===== src/design/assert_macros.svh =====
//------------------------------------------------------------------------------
// assert_macros.svh
// Concurrent assertion shorthands, sampled on clk and disabled during reset.
//------------------------------------------------------------------------------
`ifndef ASSERT_MACROS_SVH
`define ASSERT_MACROS_SVH

// Same-cycle implication: when ante holds, cons must hold in the same cycle.
`define ASSERT_SAME(lbl, ante, cons, msg) \
  lbl: assert property (@(posedge clk) disable iff (!rst_n) (ante) |-> (cons)) \
    else $error(msg);

// Next-cycle implication: when ante holds, cons must hold in the next cycle.
`define ASSERT_NEXT(lbl, ante, cons, msg) \
  lbl: assert property (@(posedge clk) disable iff (!rst_n) (ante) |=> (cons)) \
    else $error(msg);

`endif


===== src/design/sitda_pkg.sv =====
//------------------------------------------------------------------------------
// sitda_pkg
// Shared widths, character codes and the status type for the integer-to-text block.
//------------------------------------------------------------------------------
`default_nettype none

package sitda_pkg;

  localparam int VALUE_W  = 32;
  localparam int DIGITS   = 10;
  localparam int BCD_W    = 4 * DIGITS;
  localparam int STEP_W   = 5;
  localparam int LEFT_W   = 4;
  localparam int CHAR_W   = 6;

  localparam logic [STEP_W-1:0] LAST_STEP = STEP_W'(VALUE_W - 1);

  localparam logic [CHAR_W-1:0] CH_MINUS = 6'd45;
  localparam logic [CHAR_W-1:0] CH_ZERO  = 6'd48;

  // Status from the converter to the sequencer
  typedef struct packed {
    logic             done;
    logic [BCD_W-1:0] bcd;
  } dab_stat_t;

endpackage

`default_nettype wire


===== src/design/sitda_dabble.sv =====
//------------------------------------------------------------------------------
// sitda_dabble
// Iterative binary-to-BCD converter: one shift-and-add-3 step per cycle.
//------------------------------------------------------------------------------
`default_nettype none

module sitda_dabble (
  input  wire logic                          clk,
  input  wire logic                          rst_n,
  input  wire logic                          load,
  input  wire logic [sitda_pkg::VALUE_W-1:0] mag,
  output sitda_pkg::dab_stat_t               stat
);

  logic [sitda_pkg::VALUE_W-1:0] bin_r, bin_nxt;
  logic [sitda_pkg::BCD_W-1:0]   bcd_r, bcd_nxt;
  logic [sitda_pkg::BCD_W-1:0]   adj;
  logic [sitda_pkg::STEP_W-1:0]  step_r;
  logic                          run_r;
  logic                          done_r;

  // Add 3 to every digit of 5 or more, then shift one bit in
  always_comb begin
    for (int d = 0; d < sitda_pkg::DIGITS; d++) begin
      if (bcd_r[4*d +: 4] >= 4'd5) begin
        adj[4*d +: 4] = bcd_r[4*d +: 4] + 4'd3;
      end else begin
        adj[4*d +: 4] = bcd_r[4*d +: 4];
      end
    end
    bcd_nxt = {adj[sitda_pkg::BCD_W-2:0], bin_r[sitda_pkg::VALUE_W-1]};
    bin_nxt = {bin_r[sitda_pkg::VALUE_W-2:0], 1'b0};
  end

  always_ff @(posedge clk) begin
    if (!rst_n) begin
      run_r  <= 1'b0;
      done_r <= 1'b0;
      step_r <= '0;
    end else begin
      done_r <= 1'b0;
      if (load) begin
        run_r  <= 1'b1;
        step_r <= '0;
      end else if (run_r) begin
        step_r <= step_r + 1'b1;
        if (step_r == sitda_pkg::LAST_STEP) begin
          run_r  <= 1'b0;
          done_r <= 1'b1;
        end
      end
    end
  end

  always_ff @(posedge clk) begin
    if (load) begin
      bin_r <= mag;
      bcd_r <= '0;
    end else if (run_r) begin
      bin_r <= bin_nxt;
      bcd_r <= bcd_nxt;
    end
  end

  assign stat.done = done_r;
  assign stat.bcd  = bcd_r;

endmodule

`default_nettype wire


===== src/design/signed_int_to_decimal_ascii.sv =====
//------------------------------------------------------------------------------
// signed_int_to_decimal_ascii
// Signed 32-bit integer to decimal ASCII text, one character per result.
//------------------------------------------------------------------------------
// Pulse start with in_value while busy is low to hand over one item. The block
// raises busy, takes the magnitude, and converts it to ten BCD digits with a
// shift-and-add-3 unit that runs one step per cycle, 32 steps in all. It then
// drops leading zero digits one per cycle (up to nine), sends '-' first for a
// negative value, and sends the digits most significant first, one per cycle.
// Each character shows on out_character for exactly one cycle with out_valid
// high; out_last_char marks the final one. The receiver cannot stall, so it
// must take every character in the cycle it appears. An item occupies the
// block through the conversion, the zero skip and the step that leaves it,
// and the characters; busy falls as the last character is registered, so a
// new item may be taken while that character is still out.
//------------------------------------------------------------------------------
`default_nettype none
`include "assert_macros.svh"

module signed_int_to_decimal_ascii (
  input  wire logic                          clk,
  input  wire logic                          rst_n,
  input  wire logic                          start,
  output      logic                          busy,
  input  wire logic [sitda_pkg::VALUE_W-1:0] in_value,
  output      logic                          out_valid,
  output      logic [sitda_pkg::CHAR_W-1:0]  out_character,
  output      logic                          out_last_char
);

  typedef enum logic [2:0] {
    ST_IDLE,
    ST_CONV,
    ST_SKIP,
    ST_SIGN,
    ST_DIGIT
  } state_t;

  state_t                        state_r;
  logic                          neg_r;
  logic [sitda_pkg::BCD_W-1:0]   digits_r;
  logic [sitda_pkg::LEFT_W-1:0]  left_r;
  logic                          out_valid_r;
  logic [sitda_pkg::CHAR_W-1:0]  out_character_r;
  logic                          out_last_char_r;

  logic                          accept;
  logic [sitda_pkg::VALUE_W-1:0] mag;
  logic [3:0]                    top_digit;
  sitda_pkg::dab_stat_t          dab_stat;

  assign accept    = start && (state_r == ST_IDLE);
  // Two's complement magnitude; the most negative value wraps to 2^31, which fits
  assign mag       = in_value[sitda_pkg::VALUE_W-1] ? (~in_value + 1'b1) : in_value;
  assign top_digit = digits_r[sitda_pkg::BCD_W-1 -: 4];

  sitda_dabble u_dabble (
    .clk   (clk),
    .rst_n (rst_n),
    .load  (accept),
    .mag   (mag),
    .stat  (dab_stat)
  );

  // Sequencer: wait for the converter, strip leading zeros, then emit the text
  always_ff @(posedge clk) begin
    if (!rst_n) begin
      state_r         <= ST_IDLE;
      out_valid_r     <= 1'b0;
      neg_r           <= 1'b0;
      left_r          <= '0;
      digits_r        <= '0;
      out_character_r <= '0;
      out_last_char_r <= 1'b0;
    end else begin
      out_valid_r     <= 1'b0;
      out_last_char_r <= 1'b0;
      unique case (state_r)
        ST_IDLE: begin
          if (start) begin
            neg_r   <= in_value[sitda_pkg::VALUE_W-1];
            state_r <= ST_CONV;
          end
        end
        ST_CONV: begin
          if (dab_stat.done) begin
            digits_r <= dab_stat.bcd;
            left_r   <= sitda_pkg::LEFT_W'(sitda_pkg::DIGITS);
            state_r  <= ST_SKIP;
          end
        end
        ST_SKIP: begin
          // Drop zero digits from the top, but always keep the units digit
          if (top_digit == 4'd0 && left_r != 4'd1) begin
            digits_r <= {digits_r[sitda_pkg::BCD_W-5:0], 4'd0};
            left_r   <= left_r - 1'b1;
          end else if (neg_r) begin
            state_r <= ST_SIGN;
          end else begin
            state_r <= ST_DIGIT;
          end
        end
        ST_SIGN: begin
          out_valid_r     <= 1'b1;
          out_character_r <= sitda_pkg::CH_MINUS;
          state_r         <= ST_DIGIT;
        end
        ST_DIGIT: begin
          out_valid_r     <= 1'b1;
          out_character_r <= sitda_pkg::CH_ZERO + {2'b00, top_digit};
          out_last_char_r <= (left_r == 4'd1);
          digits_r        <= {digits_r[sitda_pkg::BCD_W-5:0], 4'd0};
          left_r          <= left_r - 1'b1;
          if (left_r == 4'd1) begin
            state_r <= ST_IDLE;
          end
        end
        default: begin
          state_r <= ST_IDLE;
        end
      endcase
    end
  end

  assign busy          = (state_r != ST_IDLE);
  assign out_valid     = out_valid_r;
  assign out_character = out_character_r;
  assign out_last_char = out_last_char_r;

  // The sign never ends a number
  `ASSERT_SAME(a_sign_not_last, out_valid && out_character == sitda_pkg::CH_MINUS, !out_last_char, "minus sign flagged as last character")
  // Only '-' or a digit ever leaves the block
  `ASSERT_SAME(a_char_legal, out_valid, out_character == sitda_pkg::CH_MINUS || (out_character >= sitda_pkg::CH_ZERO && out_character <= sitda_pkg::CH_ZERO + 6'd9), "illegal character code")
  // After the last character of a number, nothing follows at once
  `ASSERT_NEXT(a_gap_after_last, out_valid && out_last_char, !out_valid, "character right after end of number")
  // Accepting an item raises busy, and no character goes out right after accept
  `ASSERT_NEXT(a_busy_after_start, start && !busy, busy && !out_valid, "block idle or emitting right after accept")

endmodule

`default_nettype wire

===== config.mk =====
export PLATFORM = sky130hd
export DESIGN_NAME = signed_int_to_decimal_ascii
export DESIGN_NICKNAME = d
export VERILOG_FILES = /design/src/design/sitda_pkg.sv /design/src/design/sitda_dabble.sv /design/src/design/signed_int_to_decimal_ascii.sv
export VERILOG_INCLUDE_DIRS = /design/src /design/src/design
export SDC_FILE = /design/constraint.sdc
export NUM_CORES = 1
export LEC_CHECK = 0
export ABC_AREA = 1
export BUFFER_PORTS_ARGS = -buffer_cell sky130_fd_sc_hd__buf_2
export CAP_MARGIN = 10
export CELL_PAD_IN_SITES_DETAIL_PLACEMENT = 0
export CELL_PAD_IN_SITES_GLOBAL_PLACEMENT = 1
export CORE_MARGIN = 5
export CORE_UTILIZATION = 48
export DETAILED_ROUTE_END_ITERATION = 7
export PLACE_DENSITY = 0.85
export SYNTH_ARGS = -nofsm -noshare
export SYNTH_HDL_FRONTEND = slang
export SYNTH_SLANG_ARGS = --single-unit

===== constraint.sdc =====
create_clock -name clk -period 2.94 [get_ports clk]
set_input_delay 0.441 -clock clk [delete_from_list [all_inputs] [get_ports clk]]
set_output_delay 0.441 -clock clk [all_outputs]
set_load 0.005 [all_outputs]

==> out/qor.yml, run 1 <==
outcome:
  status: "completed"
layout:
  nets: 1073
  layout_commonest_cell: "nand2_1"
  drive_gt1_share_pct: 10.5
  antenna_cells: 0
  final_cell_mix: "nand2_1 (208), o21ai_0 (131), nor2_1 (128)"
  area_growth_pct: 12.7
  stdcell_count: 1210
routing:
  initialDrtViolationCount: 418
  totalWireLength_um: 16700
  drtPass1Iterations: 5
  wire_per_inst_um: 13.8
  num_vias: 6378
  via_per_inst: 5.27
  ant_nets: 0
  remaining_drc_errors: 0
timing:
  clock.fmax_mhz: 502
  worst_slew_margin_rel_pct: 57.5
  clock_skew_ps: 9.53
  rsz0062_at_grt: "false"
  min_period_ps: 1990
  report.final.slew_viol_count: 0
  finalCritPeriodShare_pct: 67.8
  setup_viol: 0
  worst_pin_slew_ps: 635
  hold_ws_ps: 386
  tns_ps: 0
  hold_viol: 0
  setup_ws_ps: 947
global_routing:
  grtUsageTotal_pct: 19.2
  grt_max_degree: 45
  grt_use_met3_pct: 4.43
  use_met1_pct: 24.9
  grt-ovfl-total: 0
  met2_usage_pct: 31.6
  busiest_layer: "met2"
  grt_pass1_vias: 5872
  grt_pass1_wl_um: 27900
  grt_antenna_before_repair: 0
clock_network:
  hold_buffers: 0
  htreeDepth: 4
  post-cts-setup-buffers: 0
  clk_pin_slew_ps: 60
  cts_buffer_depth: 2
  cts_tree: "built"
  cts_sinks: 135
  cts_buffers: 17
  cts-resized-gates: 0
  clk_latency_ps: 420
  cts-root-buf: "clkbuf_16"
worst_setup_path:
  r2r_setup_slack_ps: 950
  cp-start-kind: "register"
  endpoint_kind: "register"
  path_class: "reg -> reg"
  cp_max_fo: 44
  reg2reg_to: "digits_r[7]"
  critPathLaunch: "left_r[1]"
  endpoint: "digits_r[7]"
  crit_arrival_ps: 2300
  rr_startpoint: "left_r[1]"
  reg2reg_depth: 10
  crit_required_ps: 3240
pwr:
  power.static_leakage_nw: 3.58
  swShare_pct: 36.9
  power_density_nw_per_um2: 912
  p_sw_mw: 2.72
  seq_power_share_pct: 36.6
  combPwrFrac_pct: 33.2
  peakVddDrop_mv: 0.452
  p_clk_share_pct: 30.2
  intPower_mw: 4.66
min_path:
  hold_class: "in -> reg"
logic_synthesis:
  synth.distinct_cells: 41
  synth-seq-cells: 135
  ys_warn_count: 0
  yosysTopAreaCellShare_pct: 28.7
  synthTopCellsByArea: "dfxtp_1 (29%), edfxtp_1 (13%), nand2_1 (11%), o21ai_0 (9.1%), nor2_1 (6.7%)"
  avgSynthCellArea_sq_um: 7.31
  yosysTopAreaCell: "dfxtp_1"
  synth_area_sq_um: 7180
  syn_inst: 983
  synth-seq-area-share_pct: 42.1
  syn_nets: 1043
floorplanning:
  io_pins: 44
  num_rows: 44
  die_y_um: 132
  coreArea_sq_um: 14600
  start_util_pct: 49.2
  die_area_sq_um: 17500
  dieWidth_um: 132
placement:
  io_buffers: 43
  pre_cts_slack_ps: 925
  hpwl_um: 11300
  place_congestion: 0.849
  place_inst: 1178
run:
  cap_violations: 0
[through the flow]
step                      power, mW  cell area [sq um]  util, %
after global routing           7.91               8100     55.5
after CTS                      7.46               8100     55.5
after floorplan                4.66               7180        -
after global placement         5.19               7470     51.2
final                          7.38               8100     55.5
after detailed placement       5.20               7470     51.2
[layer usage]
layer	up-vias	share of wire [%]	wire, um
li1	3307	-	-
met1	2941	48	7960
met2	113	47	7860
met3	17	4.1	682
met4	0	1.2	201
met5	-	0	0
[critical path, stage by stage (launching register included)]
cell and delay (ps):
dfxtp_1 350, inv_1 70, ha_1 180, nand3_1 130, inv_2 50, nor2_1 150, nor2_2 90, nor2_8 320
inv_4 280, nor2_1 190, nor2_1 60
[state kept, by name, indices dropped and copies added, names as in the netlist]
name             cells
left_r               4
out_character        6
u_dabble.done_r      1
u_dabble.run_r       1
state_r              3
out_last_char        1
neg_r                1
digits_r            40
u_dabble.bin_r      32
u_dabble.bcd_r      40
out_valid            1
u_dabble.step_r      5
[worst min-delay path by stage]
stage,slack [ps],cells past startpoint,start,to
3_5_place_dp,430,2,u_dabble.bin_r[31],u_dabble.bcd_r[0]
4_1_cts,380,3,in_value[0],u_dabble.bin_r[0]
3_3_place_gp,420,2,u_dabble.bin_r[31],u_dabble.bcd_r[0]
2_1_floorplan,410,2,u_dabble.bin_r[31],u_dabble.bcd_r[0]
6_report,390,3,in_value[0],u_dabble.bin_r[0]
5_1_grt,390,3,in_value[0],u_dabble.bin_r[0]
[cell families after synthesis]
kind of cell               synth area share [%]
AOI/OAI and AO/OA                          17.6
xor gates and xnor gates                   2.32
adders and majority gates                  4.35
buffers and inverters                      8.94
DFF                                        42.1
and+or+nand+nor                            24.7
[final cells by class]
cell class / count / area, sq um
multi-input cells: 700 / 3520
clock inverters: 12 / 144
flip-flops and latches: 135 / 3020
inverters: 107 / 404
well taps: 184 / 230
clock buffers: 20 / 479
repair buffers: 52 / 295
fillers: 1457 / 6490
[synthesized netlist by cell type]
master      n
buf_4       9
o211ai_1    3
or2_2       1
a32oi_1     9
buf_6       4
nand3b_4    1
o311ai_0    3
nor2_1    128
nand2_1   209
dfxtp_1   103
nor2_2      1
o22ai_1    14
nand3_2     2
buf_2      16
nand3_1    54
buf_1       2
nor2_8      1
nand2_2     5
xor2_1     15
nand3b_1    4
o221a_2     1
a21oi_1    48
nor3_1      2
o21bai_1    1
nand2_4     1
clkbuf_1   10
o31ai_1     2
a31oi_1     3
o21ai_1    19
o21ai_0   131
xnor2_1     4
inv_2       8
or2_4       1
nand4_1     9
ha_1       25
inv_4       1
a211oi_1    1
and3_1      1
inv_1      98
nor2_4      1
edfxtp_1   32
[power by group through the flow]
stage | clock network (mW) | registers (mW) | logic, mW
floorplan | 0 | 2.69 | 1.96
global placement | 0 | 2.73 | 2.46
detailed placement | 0 | 2.73 | 2.47
CTS | 2.26 | 2.71 | 2.49
global route | 2.36 | 2.75 | 2.80
finish | 2.23 | 2.71 | 2.45
Note: power is estimated with default switching activity, not from simulation.
==> run 2, diff against run 1 <==
--- a/config.mk
+++ b/config.mk
@@ -12,9 +12,9 @@
 export CELL_PAD_IN_SITES_DETAIL_PLACEMENT = 0
 export CELL_PAD_IN_SITES_GLOBAL_PLACEMENT = 1
 export CORE_MARGIN = 5
-export CORE_UTILIZATION = 48
+export CORE_UTILIZATION = 45
 export DETAILED_ROUTE_END_ITERATION = 7
-export PLACE_DENSITY = 0.85
+export PLACE_DENSITY = 0.8
 export SYNTH_ARGS = -nofsm -noshare
 export SYNTH_HDL_FRONTEND = slang
 export SYNTH_SLANG_ARGS = --single-unit
==> constraint.sdc (replaced) <==
create_clock -name clk -period 2.01 [get_ports clk]
set_input_delay 0.3015 -clock clk [delete_from_list [all_inputs] [get_ports clk]]
set_output_delay 0.3015 -clock clk [all_outputs]
set_load 0.005 [all_outputs]
==> run 2 against run 1 <==
Effect of this change: core utilization decreased by 3.6 points; non-clock buffer count increased by 10; count of clock-buffer cells in the layout increased by 2; hold slack got worse by 140 ps; critical endpoint is now u_dabble.bcd_r[2]; largest cell class unchanged; highest routed layer unchanged.
==> out/qor.yml, run 2 (synthesis gave the netlist of run 1 again) <==
pwr:
  power_mw: 10.7  # +45%
  peakVddDrop_mv: 0.761  # +68%
  power.static_leakage_nw: 3.62  # +1.1%
  power_density_nw_per_um2: 1300  # +43%
outcome:
  status: "completed"
routing:
  num_vias: 6287  # -1.4%
  ant_nets: 0  # unchanged
  wire_per_inst_um: 13.2  # -4.5%
  totalWireLength_um: 16500  # -1.2%
  via_per_inst: 5.03  # -4.7%
  remaining_drc_errors: 0  # unchanged
  drtPass1Iterations: 5  # unchanged
  initialDrtViolationCount: 321  # -23%
placement:
  place_congestion: 0.847  # -0.15%
  io_buffers: 43  # unchanged
  hpwl_um: 11600  # +2.5%
  pre_cts_slack_ps: 153  # -772 ps
clock_network:
  htreeDepth: 4  # unchanged
  cts-root-buf: "clkbuf_16"
  clk_pin_slew_ps: 60  # about the same
  cts_sinks: 135  # unchanged
  hold_buffers: 0  # unchanged
  cts_tree: "built"
  cts_buffer_depth: 2  # unchanged
  cts_buffers: 17  # unchanged
  cts-resized-gates: 0  # unchanged
  clk_latency_ps: 420  # about the same
  post-cts-setup-buffers: 0  # unchanged
global_routing:
  grt_pass1_wl_um: 28000  # +0.22%
  grtUsageTotal_pct: 18.8  # -0.39 points
  grt_antenna_before_repair: 0  # unchanged
  grt_max_degree: 77  # +71%
  grt-ovfl-total: 0  # unchanged
  grt_pass1_vias: 6033  # +2.7%
timing:
  tns_ps: 0  # unchanged
  min_period_ps: 1700  # -291 ps
  clock_skew_ps: 7.36  # -2.17 ps
  worst_slew_margin_rel_pct: 64.7  # +7.2 points
  rsz0062_at_grt: "false"
  setup_viol: 0  # unchanged
  setup_ws_ps: 308  # -639 ps
  worst_pin_slew_ps: 524  # -111 ps
  hold_ws_ps: 241  # -145 ps
  report.final.slew_viol_count: 0  # unchanged
  clock.fmax_mhz: 588  # +17%
  finalCritPeriodShare_pct: 84.7  # +17 points
  hold_viol: 0  # unchanged
floorplanning:
  num_rows: 46  # +4.5%
  die_y_um: 136  # +3.0%
  dieWidth_um: 136  # +3.0%
  die_area_sq_um: 18600  # +6.2%
  start_util_pct: 45.5  # -3.7 points
  coreArea_sq_um: 15800  # +8.1%
  io_pins: 44  # unchanged
layout:
  layout_commonest_cell: "nand2_1"
  final_cell_mix: "nand2_1 (208), o21ai_0 (131), nor2_1 (128)"
  drive_gt1_share_pct: 11.3  # +0.78 points
  post-route-util_pct: 51.9  # -3.6 points
  antenna_cells: 0  # unchanged
  nets: 1083  # +0.93%
  area_growth_pct: 14.0
  reg_top3: "digits_r x40, u_dabble.bcd_r x40, u_dabble.bin_r x32"
min_path:
  hold_class: "in -> reg"
worst_setup_path:
  path_class: "reg -> reg"
  cp_cell_sequence: "inv_1 > ha_1 > inv_1 > nor2_1 > o21ai_0 > a21oi_1 > o21ai_0 > o22ai_1"
  slowest_delay_ps: 430  # +80 ps
  cp_top_family: "compound AO/OA/AOI/OAI gates"
  cp-start-kind: "register"
  endpoint_kind: "register"
  cp_max_fo: 6  # -86%
  crit_arrival_ps: 2000  # -300 ps
  crit_required_ps: 2310  # -930 ps
  crit_buf_inv: 2  # -1
  slowest_stage: "o21ai_0"
run:
  cap_violations: 0  # unchanged
## run 2: path summary, 6_finish.rpt
path | startpoint | to | slack (ps) | cells after the start
max | u_dabble.bcd_r[0] | u_dabble.bcd_r[2] | 310 | 8
min | in_value[0] | u_dabble.bin_r[0] | 240 | 3
max reg2reg | u_dabble.bcd_r[0] | u_dabble.bcd_r[2] | 310 | 8
min reg2reg | u_dabble.bin_r[31] | u_dabble.bcd_r[0] | 440 | 2
## run 2: power by group
group          switching, mW  leakage, nW  internal, mW
logic                   2.51         2.18          1.31
registers              0.306         1.15          3.67
clock network           1.14        0.285          1.76
total                   3.95         3.62          6.73
## run 2: layer usage
metal / routed length [um] / global-route usage [%]
met2: 7730 / 31.2
met5: 0 / 0
met1: 8000 / 24.3
met3: 476 / 3.89
met4: 297 / 6.61
## run 2: stage by stage
step	instance area, sq um	instances
4_1_cts	8190	1251
6_report	8190	1251
5_1_grt	8190	1251
3_3_place_gp	7640	1220
2_1_floorplan	7180	983
3_5_place_dp	7640	1220
## run 2: tightest hold or removal path, stage by stage
cell    delay [ps]
buf_2           80
inv_1           50
nor2_1         100
## run 2: cell type report
cell class	instances	area [sq um]
clock buffer	22	507
tap	216	270
clock inverter	9	46.3
timing repair buffer	62	420
multi-input combinational	700	3520
sequential	135	3020
fill	1650	7580
inverter	107	404
